`src/sv/crs_pkg.sv`:
```
// Shared constants, codes and types of the Catmull-Rom stroke smoother.
// No dependencies; every other file of the block refers to it by scoped names.
package crs_pkg;

  // Fixed-point format and sample limits
  localparam int FRAC_BITS   = 15;
  localparam int MAX_SAMPLES = 31;

  // Field widths
  localparam int PT_W   = 16;                 // input coordinate
  localparam int OUT_W  = 18;                 // output coordinate
  localparam int KIND_W = 2;
  localparam int S_W    = 5;                  // samples per segment register
  localparam int S_RST  = 8;

  // Datapath widths
  localparam int ACC_W      = 22;             // Horner accumulator, signed
  localparam int T_W        = FRAC_BITS + 1;  // t and step quotient, unsigned
  localparam int PROD_W     = ACC_W + T_W + 1;
  localparam int DIV_CNT_W  = $clog2(FRAC_BITS + 1);
  localparam int OUT_MAX    = 131071;
  localparam int OUT_MIN    = -131072;
  localparam int RND_HALF   = 1 << (FRAC_BITS - 1);

  // Result kinds
  localparam logic [KIND_W-1:0] KIND_SAMPLE = 2'd0;
  localparam logic [KIND_W-1:0] KIND_END    = 2'd1;
  localparam logic [KIND_W-1:0] KIND_ERR    = 2'd2;

  // Horner coefficient select
  localparam logic [1:0] STEP_B  = 2'd0;
  localparam logic [1:0] STEP_A  = 2'd1;
  localparam logic [1:0] STEP_P1 = 2'd2;

  // Four control points of one coordinate, entry 0 is p0
  typedef logic [3:0][PT_W-1:0] quad_t;

  // Control of the shared Horner unit
  typedef struct packed {
    logic       load;   // acc <= c
    logic       mul;    // prod <= acc * t
    logic       add;    // acc <= rnd(prod) + coefficient
    logic [1:0] step;   // coefficient select
  } hrn_ctrl_t;

endpackage

```
`src/sv/crs_if.sv`:
```
// Handshake channels of the Catmull-Rom stroke smoother: points in,
// results out, and the samples-per-segment write channel. Uses crs_pkg.
interface crs_pnt_if;
  logic                       valid;
  logic                       ready;
  logic [crs_pkg::PT_W-1:0]   x_coord;
  logic [crs_pkg::PT_W-1:0]   y_coord;
  logic                       end_of_stroke;

  modport source (output valid, x_coord, y_coord, end_of_stroke, input ready);
  modport sink   (input valid, x_coord, y_coord, end_of_stroke, output ready);
endinterface

interface crs_res_if;
  logic                              valid;
  logic                              ready;
  logic signed [crs_pkg::OUT_W-1:0]  x_out;
  logic signed [crs_pkg::OUT_W-1:0]  y_out;
  logic [crs_pkg::KIND_W-1:0]        kind;
  logic                              last_of_run;

  modport source (output valid, x_out, y_out, kind, last_of_run, input ready);
  modport sink   (input valid, x_out, y_out, kind, last_of_run, output ready);
endinterface

interface crs_cfg_if;
  logic                      valid;
  logic                      ready;
  logic [crs_pkg::S_W-1:0]   samples_per_segment;

  modport source (output valid, samples_per_segment, input ready);
  modport sink   (input valid, samples_per_segment, output ready);
endinterface

```
`src/sv/catmull_rom_stroke_smoother.sv`:
```
// Top level of the Catmull-Rom stroke smoother: point history, sequencer,
// step divider and result register. Depends on crs_pkg, crs_if, crs_horner.
//
// Points of a pen stroke enter one transaction at a time; each segment
// between neighboring points yields samples_per_segment uniform Catmull-Rom
// samples (0 reads as 1), the outer control points clamped at the stroke
// ends, and the stroke's final point adds its pending segments and the end
// point itself (a one-point stroke gives a single error result). A point
// that completes no segment is only recorded. A point that produces results
// first derives the t increment with a bit-serial divider, then computes its
// samples, each held until taken before the next starts: one shared
// multiplier runs three Horner steps per coordinate, each a multiply step
// and a round-add step, plus a load and a capture step per coordinate and
// one output step. The end or error result follows as one more result.
// The input is not ready from acceptance until its last result is taken.
module catmull_rom_stroke_smoother (
  input  logic       clk_i,
  input  logic       rst_ni,
  crs_pnt_if.sink    pnt_i,
  crs_res_if.source  res_o,
  crs_cfg_if.sink    cfg_i
);

  localparam int T_W   = crs_pkg::T_W;
  localparam int S_W   = crs_pkg::S_W;
  localparam int OUT_W = crs_pkg::OUT_W;
  localparam int PT_W  = crs_pkg::PT_W;

  // Sequencer states
  localparam logic [2:0] ST_IDLE = 3'd0;
  localparam logic [2:0] ST_DIV  = 3'd1;
  localparam logic [2:0] ST_LOAD = 3'd2;
  localparam logic [2:0] ST_MUL  = 3'd3;
  localparam logic [2:0] ST_ADD  = 3'd4;
  localparam logic [2:0] ST_CAP  = 3'd5;
  localparam logic [2:0] ST_OUT  = 3'd6;

  // Segment control-point patterns
  localparam logic [1:0] SEG_A = 2'd0;  // older, h1, h0, new
  localparam logic [1:0] SEG_B = 2'd1;  // h1, h0, new, new
  localparam logic [1:0] SEG_C = 2'd2;  // h0, h0, new, new

  logic [2:0]              state_q;
  logic [S_W-1:0]          cfg_q;
  logic [2:0][31:0]        hist_q;
  logic [1:0]              seen_q;
  logic [31:0]             np_q;
  logic                    last_q;
  logic [1:0]              seg_q;
  logic                    has2_q;
  logic                    end_q;
  logic [S_W-1:0]          j_q;
  logic [T_W-1:0]          t_q, t_d;
  logic [S_W-1:0]          r_q, r_d;
  logic [T_W-1:0]          quo_q, quo_d;
  logic [S_W-1:0]          rem_q, rem_d;
  logic [crs_pkg::DIV_CNT_W-1:0] dcnt_q;
  logic                    k_q;
  logic [1:0]              step_q;
  logic signed [OUT_W-1:0] xs_q;

  logic                    ov_q;
  logic signed [OUT_W-1:0] ox_q, oy_q;
  logic [crs_pkg::KIND_W-1:0] okind_q;
  logic                    olast_q;

  logic [S_W-1:0]          s_eff;
  logic                    seg_done;
  logic                    pnt_acc, res_acc;
  logic [31:0]             np_in, h_old;
  logic [3:0][31:0]        quad32;
  crs_pkg::quad_t          pts;
  crs_pkg::hrn_ctrl_t      hctrl;
  logic signed [OUT_W-1:0] hval;
  logic [S_W:0]            div_sh, r_sum;
  logic                    div_ge, r_carry;

  assign pnt_acc = pnt_i.valid && pnt_i.ready;
  assign res_acc = res_o.valid && res_o.ready;
  assign np_in   = {pnt_i.y_coord, pnt_i.x_coord};

  // Effective samples per segment: zero reads as one, clamp to the maximum
  always_comb begin
    if (cfg_q == '0) begin
      s_eff = S_W'(1);
    end else if (cfg_q > S_W'(crs_pkg::MAX_SAMPLES)) begin
      s_eff = S_W'(crs_pkg::MAX_SAMPLES);
    end else begin
      s_eff = cfg_q;
    end
  end

  assign seg_done = (j_q == s_eff - S_W'(1));

  // Bit-serial division of 2^FRAC_BITS by S
  assign div_sh = {rem_q, (dcnt_q == crs_pkg::DIV_CNT_W'(crs_pkg::FRAC_BITS))};
  assign div_ge = (div_sh >= {1'b0, s_eff});
  assign rem_d  = div_ge ? S_W'(div_sh - {1'b0, s_eff}) : div_sh[S_W-1:0];
  assign quo_d  = {quo_q[T_W-2:0], div_ge};

  // Advance t by 2^FRAC_BITS / S, carrying the remainder
  assign r_sum   = {1'b0, r_q} + {1'b0, rem_q};
  assign r_carry = (r_sum >= {1'b0, s_eff});
  assign r_d     = r_carry ? S_W'(r_sum - {1'b0, s_eff}) : r_sum[S_W-1:0];
  assign t_d     = t_q + quo_q + T_W'(r_carry);

  // Select the control points of the current segment and coordinate
  assign h_old = (seen_q == 2'd2) ? hist_q[1] : hist_q[2];

  always_comb begin
    unique case (seg_q)
      SEG_A:   quad32 = {np_q, hist_q[0], hist_q[1], h_old};
      SEG_B:   quad32 = {np_q, np_q, hist_q[0], hist_q[1]};
      default: quad32 = {np_q, np_q, hist_q[0], hist_q[0]};
    endcase
  end

  always_comb begin
    for (int i = 0; i < 4; i++) begin
      pts[i] = k_q ? quad32[i][31:16] : quad32[i][15:0];
    end
  end

  // Drive the shared Horner unit
  assign hctrl.load = (state_q == ST_LOAD);
  assign hctrl.mul  = (state_q == ST_MUL);
  assign hctrl.add  = (state_q == ST_ADD);
  assign hctrl.step = step_q;

  crs_horner u_horner (
    .clk_i  (clk_i),
    .ctrl_i (hctrl),
    .pts_i  (pts),
    .t_i    (t_q),
    .val_o  (hval)
  );

  // Configuration register: take writes only between points
  assign cfg_i.ready = (state_q == ST_IDLE);

  always_ff @(posedge clk_i or negedge rst_ni) begin
    if (!rst_ni) begin
      cfg_q <= S_W'(crs_pkg::S_RST);
    end else if (cfg_i.valid && cfg_i.ready) begin
      cfg_q <= cfg_i.samples_per_segment;
    end
  end

  // Sequencer, history and result register
  always_ff @(posedge clk_i or negedge rst_ni) begin
    if (!rst_ni) begin
      state_q <= ST_IDLE;
      hist_q  <= '0;
      seen_q  <= '0;
      np_q    <= '0;
      last_q  <= 1'b0;
      seg_q   <= SEG_A;
      has2_q  <= 1'b0;
      end_q   <= 1'b0;
      j_q     <= '0;
      t_q     <= '0;
      r_q     <= '0;
      quo_q   <= '0;
      rem_q   <= '0;
      dcnt_q  <= '0;
      k_q     <= 1'b0;
      step_q  <= crs_pkg::STEP_B;
      xs_q    <= '0;
      ov_q    <= 1'b0;
      ox_q    <= '0;
      oy_q    <= '0;
      okind_q <= crs_pkg::KIND_SAMPLE;
      olast_q <= 1'b0;
    end else begin
      unique case (state_q)
        ST_IDLE: begin
          if (pnt_acc) begin
            np_q   <= np_in;
            last_q <= pnt_i.end_of_stroke;
            quo_q  <= '0;
            rem_q  <= '0;
            dcnt_q <= crs_pkg::DIV_CNT_W'(crs_pkg::FRAC_BITS);
            if (pnt_i.end_of_stroke && seen_q == 2'd0) begin
              // Stroke too short: report and clear
              ox_q    <= '0;
              oy_q    <= '0;
              okind_q <= crs_pkg::KIND_ERR;
              olast_q <= 1'b1;
              ov_q    <= 1'b1;
              state_q <= ST_OUT;
            end else if (pnt_i.end_of_stroke && seen_q == 2'd1) begin
              seg_q   <= SEG_C;
              has2_q  <= 1'b0;
              end_q   <= 1'b1;
              state_q <= ST_DIV;
            end else if (pnt_i.end_of_stroke) begin
              seg_q   <= SEG_A;
              has2_q  <= 1'b1;
              end_q   <= 1'b1;
              state_q <= ST_DIV;
            end else if (seen_q >= 2'd2) begin
              seg_q   <= SEG_A;
              has2_q  <= 1'b0;
              end_q   <= 1'b0;
              state_q <= ST_DIV;
            end else begin
              // No segment yet: just record the point
              hist_q <= {hist_q[1], hist_q[0], np_in};
              seen_q <= seen_q + 2'd1;
            end
          end
        end

        ST_DIV: begin
          quo_q <= quo_d;
          rem_q <= rem_d;
          if (dcnt_q == '0) begin
            j_q     <= '0;
            t_q     <= '0;
            r_q     <= s_eff >> 1;
            k_q     <= 1'b0;
            state_q <= ST_LOAD;
          end else begin
            dcnt_q <= dcnt_q - crs_pkg::DIV_CNT_W'(1);
          end
        end

        ST_LOAD: begin
          step_q  <= crs_pkg::STEP_B;
          state_q <= ST_MUL;
        end

        ST_MUL: begin
          state_q <= ST_ADD;
        end

        ST_ADD: begin
          if (step_q == crs_pkg::STEP_P1) begin
            state_q <= ST_CAP;
          end else begin
            step_q  <= step_q + 2'd1;
            state_q <= ST_MUL;
          end
        end

        ST_CAP: begin
          if (!k_q) begin
            xs_q    <= hval;
            k_q     <= 1'b1;
            state_q <= ST_LOAD;
          end else begin
            ox_q    <= xs_q;
            oy_q    <= hval;
            okind_q <= crs_pkg::KIND_SAMPLE;
            olast_q <= seg_done && !has2_q && !end_q;
            ov_q    <= 1'b1;
            state_q <= ST_OUT;
          end
        end

        ST_OUT: begin
          if (res_acc) begin
            if (okind_q == crs_pkg::KIND_SAMPLE && !seg_done) begin
              // Next sample of this segment
              ov_q    <= 1'b0;
              j_q     <= j_q + S_W'(1);
              t_q     <= t_d;
              r_q     <= r_d;
              k_q     <= 1'b0;
              state_q <= ST_LOAD;
            end else if (okind_q == crs_pkg::KIND_SAMPLE && has2_q) begin
              // Closing segment of the stroke
              ov_q    <= 1'b0;
              seg_q   <= SEG_B;
              has2_q  <= 1'b0;
              j_q     <= '0;
              t_q     <= '0;
              r_q     <= s_eff >> 1;
              k_q     <= 1'b0;
              state_q <= ST_LOAD;
            end else if (okind_q == crs_pkg::KIND_SAMPLE && end_q) begin
              // Emit the stroke end point unchanged
              end_q   <= 1'b0;
              ox_q    <= $signed({{(OUT_W - PT_W){1'b0}}, np_q[15:0]});
              oy_q    <= $signed({{(OUT_W - PT_W){1'b0}}, np_q[31:16]});
              okind_q <= crs_pkg::KIND_END;
              olast_q <= 1'b1;
              ov_q    <= 1'b1;
            end else begin
              // Run complete: update history and return to idle
              ov_q <= 1'b0;
              if (last_q) begin
                hist_q <= '0;
                seen_q <= '0;
              end else begin
                hist_q <= {hist_q[1], hist_q[0], np_q};
                if (seen_q != 2'd3) begin
                  seen_q <= seen_q + 2'd1;
                end
              end
              state_q <= ST_IDLE;
            end
          end
        end

        default: begin
          state_q <= ST_IDLE;
        end
      endcase
    end
  end

  // Ports
  assign pnt_i.ready       = (state_q == ST_IDLE);
  assign res_o.valid       = ov_q;
  assign res_o.x_out       = ox_q;
  assign res_o.y_out       = oy_q;
  assign res_o.kind        = okind_q;
  assign res_o.last_of_run = olast_q;

endmodule

```
`src/sv/crs_horner.sv`:
```
// Shared Horner unit: one multiplier, rounding shift and add, reused for all
// three steps of both coordinates. Depends on crs_pkg.
module crs_horner (
  input  logic                              clk_i,
  input  crs_pkg::hrn_ctrl_t                ctrl_i,
  input  crs_pkg::quad_t                    pts_i,
  input  logic [crs_pkg::T_W-1:0]           t_i,
  output logic signed [crs_pkg::OUT_W-1:0]  val_o
);

  localparam int ACC_W  = crs_pkg::ACC_W;
  localparam int PROD_W = crs_pkg::PROD_W;
  localparam logic signed [ACC_W-1:0] OutMaxA = ACC_W'(crs_pkg::OUT_MAX);
  localparam logic signed [ACC_W-1:0] OutMinA = ACC_W'(crs_pkg::OUT_MIN);
  localparam logic signed [ACC_W-1:0] Three   = ACC_W'(3);
  localparam logic signed [ACC_W-1:0] Five    = ACC_W'(5);
  localparam logic signed [PROD_W-1:0] RndHalf = PROD_W'(crs_pkg::RND_HALF);

  logic signed [ACC_W-1:0]  p0, p1, p2, p3;
  logic signed [ACC_W-1:0]  coef_a, coef_b, coef_c, two_p1, coef;
  logic signed [ACC_W-1:0]  acc_q, acc_d;
  logic signed [PROD_W-1:0] prod_q, prod_rnd, prod_shr;
  logic signed [ACC_W-1:0]  v_inc, v_half;

  // Widen the control points
  assign p0 = $signed({{(ACC_W - crs_pkg::PT_W){1'b0}}, pts_i[0]});
  assign p1 = $signed({{(ACC_W - crs_pkg::PT_W){1'b0}}, pts_i[1]});
  assign p2 = $signed({{(ACC_W - crs_pkg::PT_W){1'b0}}, pts_i[2]});
  assign p3 = $signed({{(ACC_W - crs_pkg::PT_W){1'b0}}, pts_i[3]});

  // Catmull-Rom polynomial coefficients
  assign coef_a = p2 - p0;
  assign coef_b = (p0 <<< 1) - Five * p1 + (p2 <<< 2) - p3;
  assign coef_c = Three * p1 - p0 - Three * p2 + p3;
  assign two_p1 = p1 <<< 1;

  always_comb begin
    case (ctrl_i.step)
      crs_pkg::STEP_B:  coef = coef_b;
      crs_pkg::STEP_A:  coef = coef_a;
      default:          coef = two_p1;
    endcase
  end

  // Round to nearest, ties up, then add the next coefficient
  assign prod_rnd = prod_q + RndHalf;
  assign prod_shr = prod_rnd >>> crs_pkg::FRAC_BITS;
  assign acc_d    = prod_shr[ACC_W-1:0] + coef;

  always_ff @(posedge clk_i) begin
    if (ctrl_i.load) begin
      acc_q <= coef_c;
    end else if (ctrl_i.add) begin
      acc_q <= acc_d;
    end
    if (ctrl_i.mul) begin
      prod_q <= acc_q * $signed({1'b0, t_i});
    end
  end

  // Halve with rounding to nearest, ties up, and saturate to the output range
  assign v_inc  = acc_q + ACC_W'(1);
  assign v_half = v_inc >>> 1;

  always_comb begin
    if (v_half > OutMaxA) begin
      val_o = OutMaxA[crs_pkg::OUT_W-1:0];
    end else if (v_half < OutMinA) begin
      val_o = OutMinA[crs_pkg::OUT_W-1:0];
    end else begin
      val_o = v_half[crs_pkg::OUT_W-1:0];
    end
  end

endmodule

```
`src/flat_wrapper.sv`:
```
// flat-port wrapper written by rule: the top's interface ports become plain ports
module catmull_rom_stroke_smoother_flat 
  (clk_i, rst_ni, pnt_i_valid, pnt_i_x_coord, pnt_i_y_coord, pnt_i_end_of_stroke, pnt_i_ready, res_o_valid, res_o_x_out, res_o_y_out, res_o_kind, res_o_last_of_run, res_o_ready, cfg_i_valid, cfg_i_samples_per_segment, cfg_i_ready);
  crs_pnt_if pnt_i_i ();
  crs_res_if res_o_i ();
  crs_cfg_if cfg_i_i ();
  input  logic clk_i;
  input  logic rst_ni;
  input wire logic [$bits(pnt_i_i.valid)-1:0] pnt_i_valid;
  input wire logic [$bits(pnt_i_i.x_coord)-1:0] pnt_i_x_coord;
  input wire logic [$bits(pnt_i_i.y_coord)-1:0] pnt_i_y_coord;
  input wire logic [$bits(pnt_i_i.end_of_stroke)-1:0] pnt_i_end_of_stroke;
  output wire logic [$bits(pnt_i_i.ready)-1:0] pnt_i_ready;
  output wire logic [$bits(res_o_i.valid)-1:0] res_o_valid;
  output wire logic [$bits(res_o_i.x_out)-1:0] res_o_x_out;
  output wire logic [$bits(res_o_i.y_out)-1:0] res_o_y_out;
  output wire logic [$bits(res_o_i.kind)-1:0] res_o_kind;
  output wire logic [$bits(res_o_i.last_of_run)-1:0] res_o_last_of_run;
  input wire logic [$bits(res_o_i.ready)-1:0] res_o_ready;
  input wire logic [$bits(cfg_i_i.valid)-1:0] cfg_i_valid;
  input wire logic [$bits(cfg_i_i.samples_per_segment)-1:0] cfg_i_samples_per_segment;
  output wire logic [$bits(cfg_i_i.ready)-1:0] cfg_i_ready;
  assign pnt_i_i.valid = pnt_i_valid;
  assign pnt_i_i.x_coord = pnt_i_x_coord;
  assign pnt_i_i.y_coord = pnt_i_y_coord;
  assign pnt_i_i.end_of_stroke = pnt_i_end_of_stroke;
  assign pnt_i_ready = pnt_i_i.ready;
  assign res_o_valid = res_o_i.valid;
  assign res_o_x_out = res_o_i.x_out;
  assign res_o_y_out = res_o_i.y_out;
  assign res_o_kind = res_o_i.kind;
  assign res_o_last_of_run = res_o_i.last_of_run;
  assign res_o_i.ready = res_o_ready;
  assign cfg_i_i.valid = cfg_i_valid;
  assign cfg_i_i.samples_per_segment = cfg_i_samples_per_segment;
  assign cfg_i_ready = cfg_i_i.ready;
  catmull_rom_stroke_smoother u_core (.clk_i(clk_i), .rst_ni(rst_ni), .pnt_i(pnt_i_i), .res_o(res_o_i), .cfg_i(cfg_i_i));
endmodule
```
`config.mk`:
```
export PLATFORM = sky130hd
export DESIGN_NAME = catmull_rom_stroke_smoother_flat
export DESIGN_NICKNAME = d
export VERILOG_FILES = /design/src/sv/crs_pkg.sv /design/src/sv/crs_if.sv /design/src/sv/catmull_rom_stroke_smoother.sv /design/src/sv/crs_horner.sv /design/src/flat_wrapper.sv
export SDC_FILE = /design/constraint.sdc
export NUM_CORES = 2
export LEC_CHECK = 0
export CORE_ASPECT_RATIO = 1.75
export CORE_MARGIN = 1
export CORE_UTILIZATION = 55
export DETAILED_ROUTE_END_ITERATION = 6
export DONT_BUFFER_PORTS = 1
export PLACE_DENSITY_LB_ADDON = 0.3
export REMOVE_ABC_BUFFERS = 1
export SETUP_SLACK_MARGIN = 0.2
export SYNTH_ARGS = -nofsm -noshare
export SYNTH_HDL_FRONTEND = slang
export SYNTH_SLANG_ARGS = --single-unit
```
`constraint.sdc`:
```
create_clock -name clk_i -period 8.9 [get_ports clk_i]
set_input_delay 1.78 -clock clk_i [delete_from_list [all_inputs] [get_ports clk_i]]
set_output_delay 1.78 -clock clk_i [all_outputs]
set_load 0.01 [all_outputs]
```
# Word-level counts from Yosys, hierarchy flattened
# Index checks and enable logic that the tools add are counted.
[word_totals]
ff_bits = 314
inputBits = 43
output_inout_bits = 42
word_cells = 274
[op_classes]
add_sub_neg = 20
multipliers = 4
magnitude_cmp = 6
eq_ne = 35
muxes = 141
n_bitwise = 1
reduce_logical = 40
[op_table]
columns = ["operator", "count"]
rows = [
  ["two-way mux 96 bit", 10],
  ["case mux 96 bit (2 select lines)", 2],
  ["two-way mux 18 bit", 14],
  ["two-way mux 16 bit", 9],
  ["case mux 18 bit (3 select lines)", 2],
  ["two-way mux 5 bit", 13],
  ["case mux 16 bit (2 select lines)", 2],
  ["two-way mux 2 bit", 27],
  ["two-way mux 22 bit", 2],
  ["case mux 22 bit (2 select lines)", 1],
  ["adder 37 x 16 -> 37 bit (second input constant)", 1],
  ["multiplier 22 x 17 -> 37 bit", 1],
  ["multiplier 2 x 16 -> 18 bit (first input constant)", 2],
  ["two-way mux 3 bit", 12],
  ["two-way mux 32 bit", 1],
  ["two-way mux 1 bit", 30],
  ["case mux 5 bit (2 select lines)", 3],
  ["inequality test 2 bit (second input constant)", 12],
  ["adder 22 x 2 -> 22 bit (second input constant)", 1],
  ["adder 22 bit", 1],
  ["subtractor 21 x 17 -> 22 bit", 1],
  ["adder 20 x 17 -> 21 bit", 1],
  ["adder 20 x 19 -> 21 bit", 1],
  ["greater-than comparator 21 x 18 -> 1 bit (second input constant)", 1],
  ["other kinds (53)", 97],
]

# Depth between registers and ports, before layout
[logic_depth]
depth_word = 12
ltp_mapped = 42
ltp_nobuf = 40

# Cells and area by module
# A second synthesis with hierarchy kept.
[unflattened]
hier_cells = 4087
hier_area_um2 = 35984.5
[by_module_without_submodules]
columns = ["module", "n_inst", "cells_per_inst", "area_each_um2", "seq_area_each_um2"]
rows = [
  ["crs_horner", 1, 2567, 21977.3, 1351.3],
  ["catmull_rom_stroke_smoother", 1, 1520, 14007.2, 6382.4],
]

# Worst setup path after synthesis
# No wires, ideal clock.
[synth_timing]
path_type = "flip-flop to flip-flop"
startpoint = "register u_core.seg_q[0]"
endpoint = "register u_core.u_horner.acc_q[21] (data pin)"
setup_ns = 0.270
t_arrival_ns = 7.645
path_slack_ns = 0.985
stages_incl_launch_ff = 39
period_less_slack_ns = 7.915
path_cell_list = "dfrtp_1 clkbuf_1 nor2_1 clkbuf_1 clkbuf_1 mux4_2 ha_1 fa_1 inv_1 ha_1 inv_1 a31oi_1 o21ai_0 a21boi_0 o21ai_0 nand2b_1 xnor2_1 fa_1 [3 not listed] a21oi_1 a21o_1 o21bai_1 a21oi_1 xnor2_1 a22oi_1 o21ai_0 ha_1 a21oi_1 o211ai_1 a31oi_1 o211ai_1 o2111ai_1 o22ai_1 o41ai_1 xnor2_1 xnor2_1 a21oi_1"
[synth_between]
elab_chain_len = 11
[synth_lines]
columns = ["element", "line_no", "text"]
rows = [
  ["start, declared", "catmull_rom_stroke_smoother.sv:49", "logic [1:0] seg_q;"],
  ["start signal, assigned", "catmull_rom_stroke_smoother.sv:157", "seg_q <= SEG_A;"],
  ["start signal, assigned", "catmull_rom_stroke_smoother.sv:192", "seg_q <= SEG_C;"],
  ["start signal, assigned", "catmull_rom_stroke_smoother.sv:197", "seg_q <= SEG_A;"],
  ["equality test 2 x 1 -> 1 bit / zero test 2 bit (equally long branches)", "catmull_rom_stroke_smoother.sv:111", "unique case (seg_q)"],
  ["case mux 96 bit (2 select lines) (*)", "catmull_rom_stroke_smoother.sv:111", ""],
  ["two-way mux 16 bit", "catmull_rom_stroke_smoother.sv:120", "pts[i] = k_q ? quad32[i][31:16] : quad32[i][15:0];"],
  ["multiplier 3 x 16 -> 19 bit", "crs_horner.sv:33", "assign coef_b = (p0 <<< 1) - Five * p1 + (p2 <<< 2) - p3;"],
  ["subtractor 17 x 19 -> 20 bit", "crs_horner.sv:33", ""],
  ["adder 20 x 19 -> 21 bit", "crs_horner.sv:33", ""],
  ["subtractor 21 x 17 -> 22 bit", "crs_horner.sv:33", ""],
  ["case mux 22 bit (2 select lines)", "crs_horner.sv:38", "case (ctrl_i.step)"],
  ["adder 22 bit", "crs_horner.sv:48", "assign acc_d = prod_shr[ACC_W-1:0] + coef;"],
  ["two-way mux 22 bit", "crs_horner.sv:53", "end else if (ctrl_i.add) begin"],
  ["two-way mux 22 bit (*)", "crs_horner.sv:51", "if (ctrl_i.load) begin"],
  ["end signal, assigned", "crs_horner.sv:52", "acc_q <= coef_c;"],
  ["end, declared", "crs_horner.sv:21", "logic signed [ACC_W-1:0] acc_q, acc_d;"],
]
# Every way passes the cells marked *; elsewhere a longest branch is shown, timed or not. The select of a mux whose other input is x is not followed.
# A chain may end at the register's enable or synchronous reset.

# Worst setup path after layout
[layout_timing]
startpoint = "register u_core.k_q"
endpoint = "register u_core.u_horner.acc_q[21] (data pin)"
[layout_between]
elab_chain_len = 9
[layout_lines]
columns = ["element", "line_no", "text"]
rows = [
  ["start, declared", "catmull_rom_stroke_smoother.sv:58", "logic k_q;"],
  ["start signal, assigned", "catmull_rom_stroke_smoother.sv:166", "k_q <= 1'b0;"],
  ["start signal, assigned", "catmull_rom_stroke_smoother.sv:221", "k_q <= 1'b0;"],
  ["start signal, assigned", "catmull_rom_stroke_smoother.sv:249", "k_q <= 1'b1;"],
  ["two-way mux 16 bit", "catmull_rom_stroke_smoother.sv:120", ""],
  ["multiplier 3 x 16 -> 19 bit", "crs_horner.sv:33", ""],
  ["subtractor 17 x 19 -> 20 bit", "crs_horner.sv:33", ""],
  ["adder 20 x 19 -> 21 bit", "crs_horner.sv:33", ""],
  ["subtractor 21 x 17 -> 22 bit", "crs_horner.sv:33", ""],
  ["case mux 22 bit (2 select lines)", "crs_horner.sv:38", ""],
  ["adder 22 bit", "crs_horner.sv:48", ""],
  ["two-way mux 22 bit", "crs_horner.sv:53", ""],
  ["two-way mux 22 bit (*)", "crs_horner.sv:51", ""],
]
# Marked as above.

==> impl_results.md <==
- Clk root buf: clkbuf_16
- Post-synth top cells: nand2_1, inv_1, fa_1
- Critical-path top delay cell: mux4_2
- Drt wl/cell: 20.6 um
- Top cells by area, synth: fa_1, dfrtp_1, ha_1
- Buffers on Ports: 0
- CP peak stage delay: 0.69 ns
- # DRC: 0
- Final wirelength: 97800 um
- # IOs: 85
- Max Cap Viol: 0
- Clock Path Buffers: 3
- Sequential fraction of the synthesis area: 0.217
- CP required: 9.26 ns
- Initial DRT Pass Iterations: 6
- Max Freq: 0.123 GHz
- Area leader, netlist: fa_1
- Worst slew pin tran: 1.20 ns
- Die Width: 194 um
- WHS Path Cells: 2
- Detailed placement HPWL: 76200 um
- Die height: 339 um
- Total grt overflow: 0
- Layout cells sized above 1: 0.0568
- RSZ-0062 raised after global routing: no
- CORE AREA: 64200 um2
- Worst skew pair latency: 0.65 ns
- DR iter-0 viols: 1685
- Synth Cell Area: 35700 um2
- Placed instance count: 4697
- Flops & latches, synth: 300
- Placer Congestion: 0.988
- Worst-path fanout max: 23
- Final hold slack: 0.483 ns
- Asr flop ratio synth: 0.850
- Period minus WS final: 8.11 ns
- Post-CTS Hold Buffers: 0
- First-pass GRT wire length: 158000 um
- Area Overhead vs Synth: 5.06%
- Antenna violations before repair: 1
- Final ANT Viol Nets: 0
- Clk pin slew, worst setup/hold paths: 0.07 ns
- Die footprint: 65900 um2
- Count of final setup violators: 0
- Area of the multi-input gates: 25000 um2
- Hold crit path type: register to register
- Slew margin rel.: 0.200
- Yosys warnings: 0
- Synth top area share: 0.226
- Resized cells post-CTS: 0
- CTS tree: done
- Final period utilization: 0.911
- Number of global-route vias before repair: 29600
- Total clock sinks: 300
- Fill cell count: 5709
- Fin nets: 4647
- Core Util, Final: 0.584
- CTS H-tree depth: 1
- Std cell rows: 123
- N_diodes: 0
- Total CTS buffers: 31
- Status: completed
- Via density per instance: 5.87
- CP arrival: 8.47 ns
- Top-count cell post-synth: nand2_1
- Setup Skew: 0.0173 ns
- Max Transition Viols Final: 0
- Largest net degree at the start of global routing: 256
- Endpoints failing hold: 0
- Worst Setup Path Type: register to register
- Critical Path Source Type: register
- FF+latch area: 7740 um2
- Synthesized area per cell: 8.87 um2
- Primary FF master, synth: dfrtp_1
- Non-filler instance count after layout: 4754
- Critical path endpoint category: register
- Initial core utilization: 0.556
- GRT Total Usage: 0.307
- Vias: 27900
- FF-to-FF path depth: 33
- Syn Inst Count: 4019
- Post-synth EDFFs: 45
- Post-CTS Setup Bufs: 0
- Synth unique cells: 94
-- sequential cells by signal, summed over array words and instances, names as in the netlist, 3 cells and up --
signal                  flops
u_core.np_q                32
u_core.t_q                 16
u_core.res_o.x_out         18
u_core.res_o.y_out         18
u_core.u_horner.prod_q     23
u_core.r_q                  5
u_core.state_q              3
u_core.j_q                  5
u_core.cfg_q                5
u_core.rem_q                5
u_core.xs_q                18
u_core.hist_q              96
u_core.quo_q               16
u_core.u_horner.acc_q      22
u_core.dcnt_q               4
-- per-stage QoR --
step	setup TNS [ns]	instance area [um2]	setup WS (ns)
after floorplan	-345.13	34900	-3.59
final	0	37500	0.792
after detailed placement	0	36400	0.650
after global routing	0	37500	0.213
after CTS	0	37400	0.636
after global placement	0	36400	0.732
-- worst paths after layout --
path	from	endpoint	slack [ns]
max	u_core.k_q$_DFFE_PN0P_	u_core.u_horner.acc_q[21]$_DFFE_PP_	0.79
max in group asynchronous	rst_ni	u_core.xs_q[15]$_DFFE_PN0P_	7.71
min reg2reg	u_core.hist_q[76]$_DFFE_PN0P_	u_core.hist_q[76]$_DFFE_PN0P_	0.48
max reg2reg	u_core.k_q$_DFFE_PN0P_	u_core.u_horner.acc_q[21]$_DFFE_PP_	0.79
min in group asynchronous	rst_ni	u_core.np_q[5]$_DFFE_PN0P_	0.83
min	u_core.hist_q[76]$_DFFE_PN0P_	u_core.hist_q[76]$_DFFE_PN0P_	0.48
-- layout by cell type (no fill, tap or decap), types with 22 or more instances in the layout --
cell,count
nand2_1,640
and2_1,149
o21a_1,24
o21bai_1,22
xor2_1,79
mux2_2,34
a21o_1,54
o21ai_0,201
a21oi_1,161
nor3_1,45
nand3_1,76
ha_1,283
inv_1,591
fa_1,402
buf_4,52
mux4_2,33
nor2b_1,24
nor2_1,197
xnor2_1,127
mux2i_1,33
clkbuf_16,32
dfrtp_1,253
edfxtp_1,45
and3_1,58
a221oi_1,32
-- layer usage --
layer | wire length (um) | vias up | part of all wire | GRT usage
met5 | 0 | - | 0 | 0
met4 | 5930 | 0 | 0.061 | 0.170
met3 | 4480 | 307 | 0.046 | 0.0347
met2 | 52400 | 879 | 0.54 | 0.572
met1 | 35000 | 13900 | 0.36 | 0.335
li1 | - | 12800 | - | -
-- area by class of cell --
type,instances,area share
multi-input combinational,2938,0.668
timing repair buffer,52,0.0104
sequential,300,0.207
clock buffer,38,0.0222
clock inverter,19,0.00641
inverter,595,0.0596
tap,812,0.0271
-- critical path: cells and delay by family, from the launching register on --
kind | cells | cell delay [ns]
AND/OR/NAND/NOR | 6 | 0.77
AO/OA/AOI/OAI | 14 | 2.71
XOR/XNOR | 4 | 0.49
flip-flops | 1 | 0.65
buffers and inverters | 2 | 0.09
multiplexers | 1 | 0.69
adder cells (fa/ha/maj) | 6 | 2.41
-- logic make-up after synthesis --
group,after synthesis,share of synthesized area
XOR/XNOR,206,0.0506
adder cells (fa/ha/maj),686,0.325
AO/OA/AOI/OAI,673,0.120
multiplexers,101,0.0415
flip-flops,300,0.217
AND/OR/NAND/NOR,1272,0.162
buffers and inverters,781,0.0839
Power is not shown: default switching activity piles up to over one toggle a cycle in this logic, so the estimate is an artifact.
